--- src/pkr_pkg.sv ---
// shared types, constants and helpers for the aligned record packer
// no dependencies; compiled first

package pkr_pkg;

	// default limit on the number of fields per record
	localparam int MAX_FIELDS_DEF = 16;
	// slots in the field type register
	localparam int NUM_SLOTS = 16;
	// entries in the queue between front and back
	localparam int QUEUE_DEPTH = 4;
	// most result bytes one item can cause
	localparam int MAX_RESULTS = 6;

	// configuration register indexes
	typedef enum logic [1:0] {
		REG_RECORD_COUNT  = 2'd0,
		REG_FIELD_COUNT   = 2'd1,
		REG_FIELD_TYPES   = 2'd2,
		REG_LITTLE_ENDIAN = 2'd3
	} cfg_reg_t;

	// item commands
	localparam logic CMD_START = 1'b0;
	localparam logic CMD_DATA  = 1'b1;

	// field type codes
	typedef logic [1:0] ftype_t;
	localparam ftype_t TYPE_NONE  = 2'd0;
	localparam ftype_t TYPE_BYTE  = 2'd1;
	localparam ftype_t TYPE_SHORT = 2'd2;
	localparam ftype_t TYPE_WORD  = 2'd3;

	// configuration as seen by the front
	typedef struct packed {
		logic [7:0]  record_count;
		logic [4:0]  num_fields;
		logic [31:0] field_types;
		logic        little_endian;
		logic [7:0]  record_size;
		logic        busy;
	} cfg_t;

	// one queued job: result bytes in output order and how many are valid
	typedef struct packed {
		logic [2:0]                  count;
		logic [MAX_RESULTS-1:0][7:0] bytes;
	} job_t;

	// head of the queue as seen by the back
	typedef struct packed {
		logic valid;
		job_t job;
	} qhead_t;

	// byte size of a field type
	function automatic logic [2:0] size_of(ftype_t t);
		logic [2:0] s;
		unique case (t)
			TYPE_BYTE:  s = 3'd1;
			TYPE_SHORT: s = 3'd2;
			TYPE_WORD:  s = 3'd4;
			default:    s = 3'd0;
		endcase
		return s;
	endfunction

	// type of field k, zero past the register
	function automatic ftype_t type_of(logic [31:0] types, logic [4:0] k);
		ftype_t t;
		if (k >= 5'(NUM_SLOTS)) begin
			t = TYPE_NONE;
		end else begin
			t = types[{k[3:0], 1'b0} +: 2];
		end
		return t;
	endfunction

	// first sized field at or after idx, else n; idx itself when idx >= n
	function automatic logic [4:0] skip_empty(logic [4:0] idx, logic [31:0] types,
			logic [4:0] n);
		logic [4:0] res;
		logic       found;
		res = (idx < n) ? n : idx;
		found = 1'b0;
		for (int k = 0; k < NUM_SLOTS; k++) begin
			if (!found && 5'(k) >= idx && 5'(k) < n
					&& types[2*k +: 2] != TYPE_NONE) begin
				res = 5'(k);
				found = 1'b1;
			end
		end
		return res;
	endfunction

endpackage

--- src/pkr_if.sv ---
// valid/ready channel interfaces for input items and result items
// no dependencies

interface pkr_in_if;
	logic       valid;
	logic       ready;
	logic       command;
	logic [7:0] data_byte;

	modport source(output valid, command, data_byte, input ready);
	modport sink(input valid, command, data_byte, output ready);
endinterface

interface pkr_out_if;
	logic       valid;
	logic       ready;
	logic [7:0] out_byte;
	logic       last_of_run;

	modport source(output valid, out_byte, last_of_run, input ready);
	modport sink(input valid, out_byte, last_of_run, output ready);
endinterface

--- src/aligned_record_packer_core.sv ---
// a result byte passes through the job queue and then the output register before it is valid at the output
// throughput: one item per cycle unless the queue is full or cfg busy; a start item yields up to six result bytes
// writing field_count or field_types stalls items while record size is recomputed, one slot a cycle
// the four-entry job queue lets input continue while results wait at the output
// reset: asynchronous, active low; registers to defaults (little_endian 1), position cleared
// top level; depends on pkr_pkg, pkr_if, pkr_cfg, pkr_front, pkr_queue, pkr_back

module aligned_record_packer_core
	import pkr_pkg::*;
#(
	parameter int MAX_FIELDS = MAX_FIELDS_DEF
) (
	input  logic        clk,
	input  logic        arst_n,
	pkr_in_if.sink      in,
	pkr_out_if.source   out,
	input  logic        cfg_wr_en,
	input  logic [1:0]  cfg_index,
	input  logic [31:0] cfg_wdata
);

	cfg_t   cfg;
	logic   q_full;
	logic   push;
	job_t   push_job;
	logic   pop;
	qhead_t head;

	// configuration and record size
	pkr_cfg #(
		.MAX_FIELDS(MAX_FIELDS)
	) u_cfg (
		.clk    (clk),
		.arst_n (arst_n),
		.wr_en  (cfg_wr_en),
		.index  (cfg_index),
		.wdata  (cfg_wdata),
		.cfg    (cfg)
	);

	// item classification
	pkr_front u_front (
		.clk      (clk),
		.arst_n   (arst_n),
		.in       (in),
		.cfg      (cfg),
		.q_full   (q_full),
		.push     (push),
		.push_job (push_job)
	);

	// job queue
	pkr_queue u_queue (
		.clk      (clk),
		.arst_n   (arst_n),
		.push     (push),
		.push_job (push_job),
		.full     (q_full),
		.pop      (pop),
		.head     (head)
	);

	// result serializer
	pkr_back u_back (
		.clk    (clk),
		.arst_n (arst_n),
		.head   (head),
		.pop    (pop),
		.out    (out)
	);

endmodule

--- src/pkr_cfg.sv ---
// configuration registers and the sequential record size calculator
// depends on pkr_pkg

module pkr_cfg
	import pkr_pkg::*;
#(
	parameter int MAX_FIELDS = MAX_FIELDS_DEF
) (
	input  logic        clk,
	input  logic        arst_n,
	input  logic        wr_en,
	input  logic [1:0]  index,
	input  logic [31:0] wdata,
	output cfg_t        cfg
);

	localparam int LIMIT = (MAX_FIELDS < NUM_SLOTS) ? MAX_FIELDS : NUM_SLOTS;
	localparam int KW = $clog2(NUM_SLOTS);

	logic [7:0]    record_count_q;
	logic [4:0]    field_count_q;
	logic [31:0]   field_types_q;
	logic          little_endian_q;
	logic          busy_q;
	logic [KW-1:0] k_q;
	logic [7:0]    total_q;
	logic [2:0]    maxal_q;

	logic [4:0] n;
	logic       layout_wr;
	ftype_t     t;
	logic [2:0] s;
	logic [7:0] mask;
	logic [7:0] aligned;
	logic [7:0] amask;

	// field count limited to the supported number
	assign n = (field_count_q > 5'(LIMIT)) ? 5'(LIMIT) : field_count_q;
	assign layout_wr = wr_en && (cfg_reg_t'(index) == REG_FIELD_COUNT
		|| cfg_reg_t'(index) == REG_FIELD_TYPES);

	// register writes
	always_ff @(posedge clk or negedge arst_n) begin
		if (!arst_n) begin
			record_count_q  <= '0;
			field_count_q   <= '0;
			field_types_q   <= '0;
			little_endian_q <= 1'b1;
		end else if (wr_en) begin
			unique case (cfg_reg_t'(index))
				REG_RECORD_COUNT:  record_count_q  <= wdata[7:0];
				REG_FIELD_COUNT:   field_count_q   <= wdata[4:0];
				REG_FIELD_TYPES:   field_types_q   <= wdata;
				REG_LITTLE_ENDIAN: little_endian_q <= wdata[0];
			endcase
		end
	end

	// one field per cycle: align the running offset and add the field size
	always_comb begin
		t = (5'(k_q) < n) ? field_types_q[{k_q, 1'b0} +: 2] : TYPE_NONE;
		s = size_of(t);
		mask = 8'(s) - 8'd1;
		aligned = (total_q + mask) & ~mask;
		amask = 8'(maxal_q) - 8'd1;
	end

	always_ff @(posedge clk or negedge arst_n) begin
		if (!arst_n) begin
			busy_q  <= 1'b0;
			k_q     <= '0;
			total_q <= '0;
			maxal_q <= 3'd1;
		end else if (layout_wr) begin
			busy_q  <= 1'b1;
			k_q     <= '0;
			total_q <= '0;
			maxal_q <= 3'd1;
		end else if (busy_q) begin
			if (s != 3'd0) begin
				total_q <= aligned + 8'(s);
				if (s > maxal_q) begin
					maxal_q <= s;
				end
			end
			k_q <= k_q + 1'b1;
			if (k_q == KW'(NUM_SLOTS - 1)) begin
				busy_q <= 1'b0;
			end
		end
	end

	// configuration outputs; record size padded to the largest alignment
	always_comb begin
		cfg.record_count  = record_count_q;
		cfg.num_fields    = n;
		cfg.field_types   = field_types_q;
		cfg.little_endian = little_endian_q;
		cfg.record_size   = (total_q + amask) & ~amask;
		cfg.busy          = busy_q;
	end

endmodule

--- src/pkr_front.sv ---
// front: accepts items, tracks the record position and builds result jobs
// depends on pkr_pkg and pkr_in_if

module pkr_front
	import pkr_pkg::*;
(
	input  logic     clk,
	input  logic     arst_n,
	pkr_in_if.sink   in,
	input  cfg_t     cfg,
	input  logic     q_full,
	output logic     push,
	output job_t     push_job
);

	logic [6:0] off_q;
	logic [4:0] fi_q;
	logic [1:0] pos_q;
	logic [7:0] swap_q [3];

	logic       accept;
	logic [4:0] n;
	logic [7:0] d;
	logic [4:0] fi0;
	logic [4:0] fi1;
	logic [4:0] fi2;
	logic [1:0] pos1;
	logic [6:0] off1;
	logic [2:0] s;
	logic [1:0] smask;
	logic       field_ok;
	logic       is_pad;
	logic       is_last;
	logic       swap_we;
	logic       rec_done;
	logic [5:0] ngrp;
	logic [1:0] sidx;
	job_t       job;

	assign in.ready = !cfg.busy && !q_full;
	assign accept = in.valid && in.ready;

	// classify the item and build its result bytes
	always_comb begin
		n = cfg.num_fields;
		d = in.data_byte;
		fi0 = skip_empty(fi_q, cfg.field_types, n);
		field_ok = fi0 < n;
		s = size_of(type_of(cfg.field_types, fi0));
		smask = s[1:0] - 2'd1;
		is_pad = (pos_q == 2'd0) && ((off_q[1:0] & smask) != 2'd0);
		is_last = ({1'b0, pos_q} + 3'd1) >= s;
		ngrp = ({1'b0, n} + 6'd3) >> 2;
		job.count = 3'd0;
		job.bytes = '0;
		fi1 = fi0;
		pos1 = pos_q;
		swap_we = 1'b0;
		sidx = '0;
		if (in.command == CMD_START) begin
			// header: count, field count with byte order flag, packed types
			job.bytes[0] = cfg.record_count;
			job.bytes[1] = {cfg.little_endian, 2'b00, n};
			for (int g = 0; g < 4; g++) begin
				for (int m = 0; m < 4; m++) begin
					if (5'(4*g + m) < n) begin
						job.bytes[2+g][7-2*m -: 2] = cfg.field_types[2*(4*g+m) +: 2];
					end
				end
			end
			job.count = 3'd2 + ngrp[2:0];
		end else if (field_ok && !is_pad) begin
			if (is_last) begin
				// field completes: this byte, then held bytes reversed if big endian
				job.bytes[0] = d;
				job.count = 3'd1;
				if (!cfg.little_endian) begin
					for (int i = 1; i < 4; i++) begin
						if (pos_q >= 2'(i)) begin
							sidx = pos_q - 2'(i);
							job.bytes[i] = swap_q[sidx];
						end
					end
					job.count = 3'd1 + 3'(pos_q);
				end
				fi1 = fi0 + 5'd1;
				pos1 = 2'd0;
			end else begin
				// field continues: hold the byte; little endian passes it on in memory order
				swap_we = 1'b1;
				job.bytes[0] = d;
				job.count = cfg.little_endian ? 3'd1 : 3'd0;
				pos1 = pos_q + 2'd1;
			end
		end
		off1 = off_q + 7'd1;
		fi2 = skip_empty(fi1, cfg.field_types, n);
		rec_done = (fi2 >= n) && ({1'b0, off1} >= cfg.record_size);
	end

	assign push = accept && (job.count != 3'd0);
	assign push_job = job;

	// record position
	always_ff @(posedge clk or negedge arst_n) begin
		if (!arst_n) begin
			off_q <= '0;
			fi_q  <= '0;
			pos_q <= '0;
		end else if (accept) begin
			if (in.command == CMD_START || rec_done) begin
				off_q <= '0;
				fi_q  <= '0;
				pos_q <= '0;
			end else begin
				off_q <= off1;
				fi_q  <= fi2;
				pos_q <= pos1;
			end
		end
	end

	// earlier bytes of the current field
	always_ff @(posedge clk) begin
		if (accept && in.command == CMD_DATA && swap_we && pos_q != 2'd3) begin
			swap_q[pos_q] <= d;
		end
	end

`ifndef SYNTHESIS
	a_fi_range: assert property (@(posedge clk) disable iff (!arst_n)
		fi_q <= 5'(NUM_SLOTS))
		else $error("field index past the last slot");
	a_start_clears: assert property (@(posedge clk) disable iff (!arst_n)
		accept && in.command == CMD_START |=> off_q == '0 && fi_q == '0 && pos_q == '0)
		else $error("start item did not restart the record position");
`endif

endmodule

--- src/pkr_queue.sv ---
// short job queue between front and back
// depends on pkr_pkg

module pkr_queue
	import pkr_pkg::*;
(
	input  logic   clk,
	input  logic   arst_n,
	input  logic   push,
	input  job_t   push_job,
	output logic   full,
	input  logic   pop,
	output qhead_t head
);

	localparam int PW = $clog2(QUEUE_DEPTH);
	localparam int CW = $clog2(QUEUE_DEPTH + 1);

	job_t          mem_q [QUEUE_DEPTH];
	logic [PW-1:0] wr_ptr_q;
	logic [PW-1:0] rd_ptr_q;
	logic [CW-1:0] cnt_q;

	assign full = cnt_q == CW'(QUEUE_DEPTH);
	assign head.valid = cnt_q != '0;
	assign head.job = mem_q[rd_ptr_q];

	// pointers and fill count
	always_ff @(posedge clk or negedge arst_n) begin
		if (!arst_n) begin
			wr_ptr_q <= '0;
			rd_ptr_q <= '0;
			cnt_q    <= '0;
		end else begin
			if (push) begin
				wr_ptr_q <= wr_ptr_q + 1'b1;
			end
			if (pop) begin
				rd_ptr_q <= rd_ptr_q + 1'b1;
			end
			if (push && !pop) begin
				cnt_q <= cnt_q + 1'b1;
			end else if (pop && !push) begin
				cnt_q <= cnt_q - 1'b1;
			end
		end
	end

	// job storage
	always_ff @(posedge clk) begin
		if (push) begin
			mem_q[wr_ptr_q] <= push_job;
		end
	end

`ifndef SYNTHESIS
	a_no_overflow: assert property (@(posedge clk) disable iff (!arst_n)
		push && !pop |-> !full)
		else $error("job pushed into a full queue");
	a_no_underflow: assert property (@(posedge clk) disable iff (!arst_n)
		pop |-> head.valid)
		else $error("job popped from an empty queue");
`endif

endmodule

--- src/pkr_back.sv ---
// back: sends the bytes of each queued job, one per cycle while the output is ready, through an output register
// depends on pkr_pkg and pkr_out_if

module pkr_back
	import pkr_pkg::*;
(
	input  logic     clk,
	input  logic     arst_n,
	input  qhead_t   head,
	output logic     pop,
	pkr_out_if.source out
);

	logic [2:0] idx_q;
	logic       valid_q;
	logic [7:0] byte_q;
	logic       last_q;

	logic load;
	logic last;

	assign load = head.valid && (!valid_q || out.ready);
	assign last = idx_q == (head.job.count - 3'd1);
	assign pop = load && last;

	assign out.valid = valid_q;
	assign out.out_byte = byte_q;
	assign out.last_of_run = last_q;

	// byte index within the head job and output valid
	always_ff @(posedge clk or negedge arst_n) begin
		if (!arst_n) begin
			idx_q   <= '0;
			valid_q <= 1'b0;
		end else begin
			if (load) begin
				idx_q <= last ? 3'd0 : idx_q + 3'd1;
				valid_q <= 1'b1;
			end else if (out.ready) begin
				valid_q <= 1'b0;
			end
		end
	end

	// output payload
	always_ff @(posedge clk) begin
		if (load) begin
			byte_q <= head.job.bytes[idx_q];
			last_q <= last;
		end
	end

`ifndef SYNTHESIS
	a_job_not_empty: assert property (@(posedge clk) disable iff (!arst_n)
		head.valid |-> head.job.count != 3'd0)
		else $error("queued job carries no bytes");
	a_idx_in_job: assert property (@(posedge clk) disable iff (!arst_n)
		head.valid |-> idx_q < head.job.count)
		else $error("byte index past the end of the head job");
`endif

endmodule

--- src/flat_wrapper.sv ---
// flat-port wrapper written by rule: the top's interface ports become plain ports
module aligned_record_packer_core_flat import pkr_pkg::*;
#(
	parameter int MAX_FIELDS = MAX_FIELDS_DEF
)
  (clk, arst_n, cfg_wr_en, cfg_index, cfg_wdata, in_valid, in_command, in_data_byte, in_ready, out_valid, out_out_byte, out_last_of_run, out_ready);
  pkr_in_if in_i ();
  pkr_out_if out_i ();
  input  logic clk;
  input  logic arst_n;
  input  logic cfg_wr_en;
  input  logic [1:0] cfg_index;
  input  logic [31:0] cfg_wdata;
  input wire logic [$bits(in_i.valid)-1:0] in_valid;
  input wire logic [$bits(in_i.command)-1:0] in_command;
  input wire logic [$bits(in_i.data_byte)-1:0] in_data_byte;
  output wire logic [$bits(in_i.ready)-1:0] in_ready;
  output wire logic [$bits(out_i.valid)-1:0] out_valid;
  output wire logic [$bits(out_i.out_byte)-1:0] out_out_byte;
  output wire logic [$bits(out_i.last_of_run)-1:0] out_last_of_run;
  input wire logic [$bits(out_i.ready)-1:0] out_ready;
  assign in_i.valid = in_valid;
  assign in_i.command = in_command;
  assign in_i.data_byte = in_data_byte;
  assign in_ready = in_i.ready;
  assign out_valid = out_i.valid;
  assign out_out_byte = out_i.out_byte;
  assign out_last_of_run = out_i.last_of_run;
  assign out_i.ready = out_ready;
  aligned_record_packer_core #(.MAX_FIELDS(MAX_FIELDS)) u_core (.clk(clk), .arst_n(arst_n), .in(in_i), .out(out_i), .cfg_wr_en(cfg_wr_en), .cfg_index(cfg_index), .cfg_wdata(cfg_wdata));
endmodule
--- config.mk ---
export PLATFORM = sky130hd
export DESIGN_NAME = aligned_record_packer_core_flat
export DESIGN_NICKNAME = d
export VERILOG_FILES = /design/src/pkr_pkg.sv /design/src/pkr_if.sv /design/src/aligned_record_packer_core.sv /design/src/pkr_cfg.sv /design/src/pkr_front.sv /design/src/pkr_queue.sv /design/src/pkr_back.sv /design/src/flat_wrapper.sv
export SDC_FILE = /design/constraint.sdc
export NUM_CORES = 1
export LEC_CHECK = 0
export ABC_AREA = 1
export ABC_CLOCK_PERIOD_IN_PS = 10900
export BUFFER_PORTS_ARGS = -buffer_cell sky130_fd_sc_hd__clkbuf_2
export CAP_MARGIN = 15
export CORE_MARGIN = 2
export CORE_UTILIZATION = 23
export DETAILED_ROUTE_END_ITERATION = 6
export PLACE_DENSITY_LB_ADDON = 0.3
export REMOVE_ABC_BUFFERS = 1
export SLEW_MARGIN = 25
export SYNTH_ARGS = -nofsm -noshare
export SYNTH_HDL_FRONTEND = slang
export SYNTH_SLANG_ARGS = --single-unit
--- constraint.sdc ---
create_clock -name clk -period 10.9 [get_ports clk]
set_input_delay 1.09 -clock clk [delete_from_list [all_inputs] [get_ports clk]]
set_output_delay 1.09 -clock clk [all_outputs]
set_load 0.02 [all_outputs]
# Yosys cells after proc, flatten, opt, wreduce, memory -nomap -nowiden
# Memory sizes are Yosys's and may differ from the RTL's.
# Cells that the tools add are included.
[word_totals] ff_bits=96 ram_bits=228 in_bits=48 out_inout_bits=11 word_cells=441 n_memories=2
[memory_table] name="u_core.u_queue.mem_q" words=4 width=51 rd=1 rd_ports_with_merged_regs=0 write_ports=1 line_no="pkr_queue.sv:19" source="job_t mem_q [QUEUE_DEPTH];"
[memory_table] name="u_core.u_front.swap_q" words=3 width=8 rd=3 rd_ports_with_merged_regs=0 write_ports=1 line_no="pkr_front.sv:19" source="logic [7:0] swap_q [3];"
[classes] add_sub_neg=22 n_lt_le_gt_ge=62 n_eq_ne=13 n_shift=2 muxes=133 bitwise_logic=6 n_reduce_logical=183
[op_table] cell="$mux W5" count=39
[op_table] cell="$logic_and A1 B1 Y1" count=108
[op_table] cell="$ge A4 B5 Y1 const A" count=16
[op_table] cell="$mux W32" count=2
[op_table] cell="$shiftx A32 B6 Y2" count=2
[op_table] cell="$mux W8" count=7
[op_table] cell="$mux W24" count=2
[op_table] cell="$reduce_bool A2 Y1" count=24
[op_table] cell="$mux W2" count=22
[op_table] cell="$mux W1" count=43
[op_table] cell="$ge A3 B5 Y1 const A" count=8
[op_table] cell="$lt A4 B5 Y1 const A" count=8
[op_table] cell="$logic_not A1 Y1" count=36
[op_table] cell="$mux W3" count=11
[op_table] cell="$bmux W8 S3" count=1
[op_table] cell="$ge A1 B5 Y1 const A" count=4
[op_table] cell="$ge A2 B5 Y1 const A" count=4
[op_table] cell="$lt A3 B5 Y1 const A" count=4
[op_table] cell="$pmux W3 S3" count=2
[op_table] cell="$add A8 B8 Y8" count=2
[op_table] cell="$and A8 B8 Y8" count=2
[op_table] cell="$mux W16" count=1
[op_table] cell="$not A8 Y8" count=2
[op_table] cell="$lt A5 B5 Y1" count=3
[op_table] cell="40 further kinds" count=68

# Depth between registers and ports, before layout
[logic_depth] depth_word=177 depth_mapped=82 depth_no_buf=80

# Cells and area by module
# Synthesis repeated with hierarchy kept, for this count alone.
[hier_totals] cells_unflattened=2098 hier_area_um2=18695.4
[modules_own_cells] module="pkr_queue" n_inst=1 cells_per_inst=644 area_each_um2=8565.7 seq_area_each_um2=6301.0
[modules_own_cells] module="pkr_front" n_inst=1 cells_per_inst=829 area_each_um2=5195.0 seq_area_each_um2=1071.0
[modules_own_cells] module="pkr_cfg" n_inst=1 cells_per_inst=467 area_each_um2=3888.7 seq_area_each_um2=1554.0
[modules_own_cells] module="pkr_back" n_inst=1 cells_per_inst=158 area_each_um2=1046.0 seq_area_each_um2=370.4

# Worst setup path before layout
# No wires, ideal clock.
[synth_path] path_kind="register to register" startpoint="reg u_core.u_cfg.field_count_q[4]" endpoint="reg u_core.u_front.off_q[5]" setup_time_ns=0.083 t_arrival_ns=8.328 required_ns=10.817 path_slack_ns=2.489 path_stages_with_launch=78 n_path_buf=3 period_less_slack_ns=8.411 cell_sequence="dfrtp_1 > buf_6 > inv_2 > clkbuf_1 > a31oi_1 > nor2_1 > inv_1 > ha_1 > nand2_1 > nor2_1 > o21ai_1 > nand2_1 > nand2_1 > nand3_1 > nand2_1 > nand2_1 > nand2_1 > nand2_1 > (+42 left out) > nand2_1 > nand2_1 > nand2_1 > nand2_1 > nand2_1 > inv_1 > ha_1 > inv_1 > nand2_1 > a21oi_1 > o21bai_1 > a21oi_1 > o21bai_1 > o221ai_1 > nand2_1 > nor2_1 > inv_1 > o21ai_0"
[synth_via] elab_chain_len=176 elab_cells_between_ends=247 cone_classes="2 x add/sub; 39 x order compare; 3 x eq/ne; 1 x shift; 71 x mux; 1 x bitwise; 130 x reduce/logical"
[synth_lines] element="start, declared" line_no="pkr_cfg.sv:21" source="logic [4:0] field_count_q;"
[synth_lines] element="start signal, assigned" line_no="pkr_cfg.sv:52" source="REG_FIELD_COUNT: field_count_q <= wdata[4:0];"
[synth_lines] element="$gt A5 B5 Y1" line_no="pkr_cfg.sv:38" source="assign n = (field_count_q > 5'(LIMIT)) ? 5'(LIMIT) : field_count_q;"
[synth_lines] element="$mux W5 (*)" line_no="pkr_cfg.sv:38"
[synth_lines] element="$lt A1 B5 Y1" line_no="pkr_pkg.sv:87" source="if (!found && 5'(k) >= idx && 5'(k) < n"
[synth_lines] element="$logic_and A1 B1 Y1" line_no="pkr_pkg.sv:87"
[synth_lines] element="$logic_and A1 B1 Y1" line_no="pkr_pkg.sv:88" source="&& types[2*k +: 2] != TYPE_NONE) begin"
[synth_lines] element="$mux W1" line_no="pkr_pkg.sv:87"
[synth_lines] element="$logic_not A1 Y1" line_no="pkr_pkg.sv:87"
[synth_lines] element="$logic_and A1 B1 Y1 (2 in a row)" line_no="pkr_pkg.sv:87"
[synth_lines] element="(+158 left out)"
[synth_lines] element="$logic_not A1 Y1" line_no="pkr_pkg.sv:87"
[synth_lines] element="$logic_and A1 B1 Y1 (2 in a row)" line_no="pkr_pkg.sv:87"
[synth_lines] element="$logic_and A1 B1 Y1" line_no="pkr_pkg.sv:88"
[synth_lines] element="$mux W5" line_no="pkr_pkg.sv:87"
[synth_lines] element="$ge A5 B5 Y1 (*)" line_no="pkr_front.sv:98" source="rec_done = (fi2 >= n) && ({1'b0, off1} >= cfg.record_size);"
[synth_lines] element="$logic_and A1 B1 Y1 (*)" line_no="pkr_front.sv:98"
[synth_lines] element="$logic_or A1 B1 Y1 (*)" line_no="pkr_front.sv:111" source="if (in.command == CMD_START || rec_done) begin"
[synth_lines] element="$mux W7 (*)" line_no="pkr_front.sv:111"
[synth_lines] element="end signal, assigned" line_no="pkr_front.sv:107" source="off_q <= '0;"
[synth_lines] element="end signal, assigned" line_no="pkr_front.sv:112" source="off_q <= '0;"
[synth_lines] element="end signal, assigned" line_no="pkr_front.sv:116" source="off_q <= off1;"
[synth_lines] element="end, declared" line_no="pkr_front.sv:16" source="logic [6:0] off_q;"
# Mark *: on every way between the ends. The rest lies on a longest branch, timed or not.
# A chain may end at the register's enable or synchronous reset.

# Final worst setup path
[layout_path] startpoint="reg u_core.u_cfg.field_count_q[0]" endpoint="reg u_core.u_front.off_q[5]"
# Same word-level chain as after synthesis.

==> impl_metrics.csv <==
group,metric,value,unit
grt,grt_pass1_wl,85.8,mm
grt,grt_pass1_vias,13700,
logic_synthesis,synth_seq_cells,324,
setup_path,reg2reg_slack,1.13,ns
layout,layout_commonest_cell,"nand2_1",
logic_synthesis,syn_avg_cell_area,9.18,sq um
setup_path,timing.rr.start,"u_core.u_cfg.field_count_q[0]",
routing,wl,56.9,mm
logic_synthesis,synthCells,1918,
logic_synthesis,synthMuxAreaShare,0.569,%
grt,grt_max_degree,67,
layout,finalNetCount,2087,
setup_path,crit_top_cell,"nand2_1",
cts,clkSinkCount,324,
cts,cts_tree,"done",
setup_path,worstPathMaxFanout,14,
floorplan,start_util,23.2,%
logic_synthesis,netlist.area_leader.share,40.4,%
logic_synthesis,yosysWarnings,0,
setup_path,crit_arrival,10.23,ns
logic_synthesis,synth_top_family_by_area,"simple AND/OR/NAND/NOR gates",
setup_path,rr_worst_depth,69,
logic_synthesis,seq_area_frac_synth,52.8,%
routing,route.antenna.remaining_nets,0,
cts,cts_buffers,38,
status,outcome,"finished, final reports clean",
logic_synthesis,synth_top_cell_by_area,"edfxtp_1",
routing,vias,14100,
setup_path,crit_path_top_delay_cell,"dfrtp_1",
sta,worstMarginPinSlew,0.979,ns
hold_path,hold_depth,2,
grt,overflow,0,
routing,drc,0,
floorplan,die_w,281,um
setup_path,critical_path_class,"flop to flop",
layout,fillCellCount,8095,
logic_synthesis,synth-simple-area-share,17.2,%
logic_synthesis,synth_cell_types,60,
sta,setup_viol,0,
cts,cts_hold_buf,0,
placement,dp_hpwl,40.8,mm
placement,portBuffers,58,
sta,relSlewSlack,34.6,%
setup_path,reg2reg_to,"u_core.u_front.off_q[5]",
cts,clk_pin_slew,0.06,ns
placement,gp_congestion,0.932,
sta,tns,0,ns
floorplan,core_area,75800,sq um
sta,fmax,102,MHz
layout,drive_above_1_share,10.4,%
sta,rsz0062_at_grt,"no",
sta,drv_slew,0,
routing,drt-pass1-iter-count,5,
hold_path,min_path_type,"flop to flop",
setup_path,cp-start-kind,"flop",
job,maxCapViolations,0,
cts,cts_buffer_depth,3,
floorplan,pin_count,59,
setup_path,crit_path_max_incr_delay,0.50,ns
sta,period_share,89.6,%
floorplan,die_h,281,um
hold_path,hold_end,"u_core.u_cfg.record_count_q[7]",
floorplan,row_count,101,
logic_synthesis,syn_area,17600,sq um
sta,hold_violations,0,
layout,final_cell_mix,"282 x nand2_1, 241 x o21ai_0, 237 x edfxtp_1",
routing,viasPerCell,4.76,
setup_path,required,11.37,ns
setup_path,endpoint_kind,"flop",
floorplan,die_area,78800,sq um
routing,wire_per_inst,19.2,um
cts,insertion_delay,0.56,ns
grt,grt_usage,14.4,%
layout,area_growth,14.8,%
logic_synthesis,synth_compound_area_share,16.3,%
sta,skew,0.0126,ns
cts,cts-root-buf,"clkbuf_16",
sta,min_period,9.77,ns
logic_synthesis,synth_fa_ha_area_share,5.79,%
routing,drt_iter0_drc,1326,
grt,antenna_found_initial,0,
logic_synthesis,synth.area.top_cells,"edfxtp_1 40%, dfrtp_1 12%, o21ai_0 6.9%",
logic_synthesis,synthXorXnorAreaFrac,0.896,%
cts,ctsHtreeMaxLevel,2,
hold_path,min_from,"u_core.u_cfg.record_count_q[7]",
layout,num_antenna_cells,0,
## timing repair
action | 4_1_cts | 5_1_grt
setup buffers | 0 | 0
resized for setup | 0 | 6
endpoints found under the setup margin | 0 | 14
## cells in the mapped netlist (all sizes together)
library cell  number
buf                8
nand3             88
a21o               3
a21oi             95
xor2              13
a21boi             4
nand2            300
a2111oi            1
fa                 4
o31ai              8
nand4             29
a22oi              1
a211oi             4
a22o               2
o21a               3
a32o               2
o311ai             1
a31o               2
mux2i              1
o32ai              1
dfrtp             85
clkbuf            65
a31oi             10
or2                1
ha                75
mux2               8
o221ai            32
nor3              21
o21bai             6
dfstp              2
o211ai            31
xnor2              5
nor4               1
o21ai            247
nor2             256
inv              219
a32oi              1
edfxtp           237
and2               1
clkinv             8
or3                1
o2111ai            3
o22ai             33
## worst max-delay path, delay by kind of cell (launching register included)
family | cells | cell delay [ns]
buffers and inverters | 9 | 1.33
AOI/OAI and AO/OA | 18 | 2.59
adders and majority gates | 4 | 1.17
DFF | 1 | 0.50
and+or+nand+nor | 38 | 4.07
## through the flow
step	instances	setup WS, ns	hold slack, ns	cell area (sq um)	util (%)
after floorplan	1845	2.47	0.453	17300	-
after global placement	2898	0.932	0.469	19000	25.1
after CTS	2967	0.540	0.491	20200	26.6
after global routing	2967	0.0323	0.521	20200	26.6
final	2967	1.13	0.490	20200	26.6
after detailed placement	2898	0.595	0.477	19000	25.1
## state kept, by name, summed over array words and instances (netlist names)
name / flops
u_core.u_back.out.valid: 1
u_core.u_queue.rd_ptr_q: 2
u_core.u_cfg.field_count_q: 5
u_core.u_back.idx_q: 3
u_core.u_cfg.record_count_q: 8
u_core.u_queue.wr_ptr_q: 2
u_core.u_cfg.little_endian_q: 1
u_core.u_front.pos_q: 2
u_core.u_front.fi_q: 5
u_core.u_back.out.out_byte: 8
u_core.u_cfg.total_q: 8
u_core.u_queue.cnt_q: 3
u_core.u_front.off_q: 7
u_core.u_cfg.field_types_q: 32
u_core.u_cfg.busy_q: 1
u_core.u_cfg.maxal_q: 3
u_core.u_back.out.last_of_run: 1
u_core.u_cfg.k_q: 4
u_core.u_queue.mem_q: 204
u_core.u_front.swap_q: 24
## worst max path at each step
stage	start	endpoint	cells after the start
detailed placement	u_core.u_cfg.field_count_q[4]	u_core.u_front.off_q[5]	69
CTS	u_core.u_cfg.field_count_q[4]	u_core.u_front.off_q[5]	69
global placement	u_core.u_cfg.field_count_q[4]	u_core.u_front.off_q[6]	69
global route	u_core.u_cfg.field_count_q[4]	u_core.u_front.off_q[5]	69
finish	u_core.u_cfg.field_count_q[0]	u_core.u_front.off_q[5]	69
floorplan	u_core.u_cfg.field_count_q[4]	u_core.u_front.off_q[5]	68
## cell families after synthesis
kind of cell,count (synthesis)
buffers and inverters,300
xor gates and xnor gates,18
AOI/OAI and AO/OA,490
DFF,324
and+or+nand+nor,698
muxes,9
adders and majority gates,79
## area by class of cell
type	instances	area [sq um]	area share [%]
timing repair buffer	75	420	2.08
multi-input combinational	1294	7210	35.7
sequential	324	9300	46.0
inverter	227	855	4.23
clock buffer	51	1040	5.15
clock inverter	18	148	0.731
tap	978	1220	6.06
## routing by layer
metal / part of all wire (%) / track usage [%]
met3: 4.6 / 2.03
met2: 49 / 24.7
met5: 0 / 0
met4: 2.0 / 3.32
met1: 45 / 19.0
Power is not shown: default switching activity piles up to over one toggle a cycle in this logic, so the estimate is an artifact.
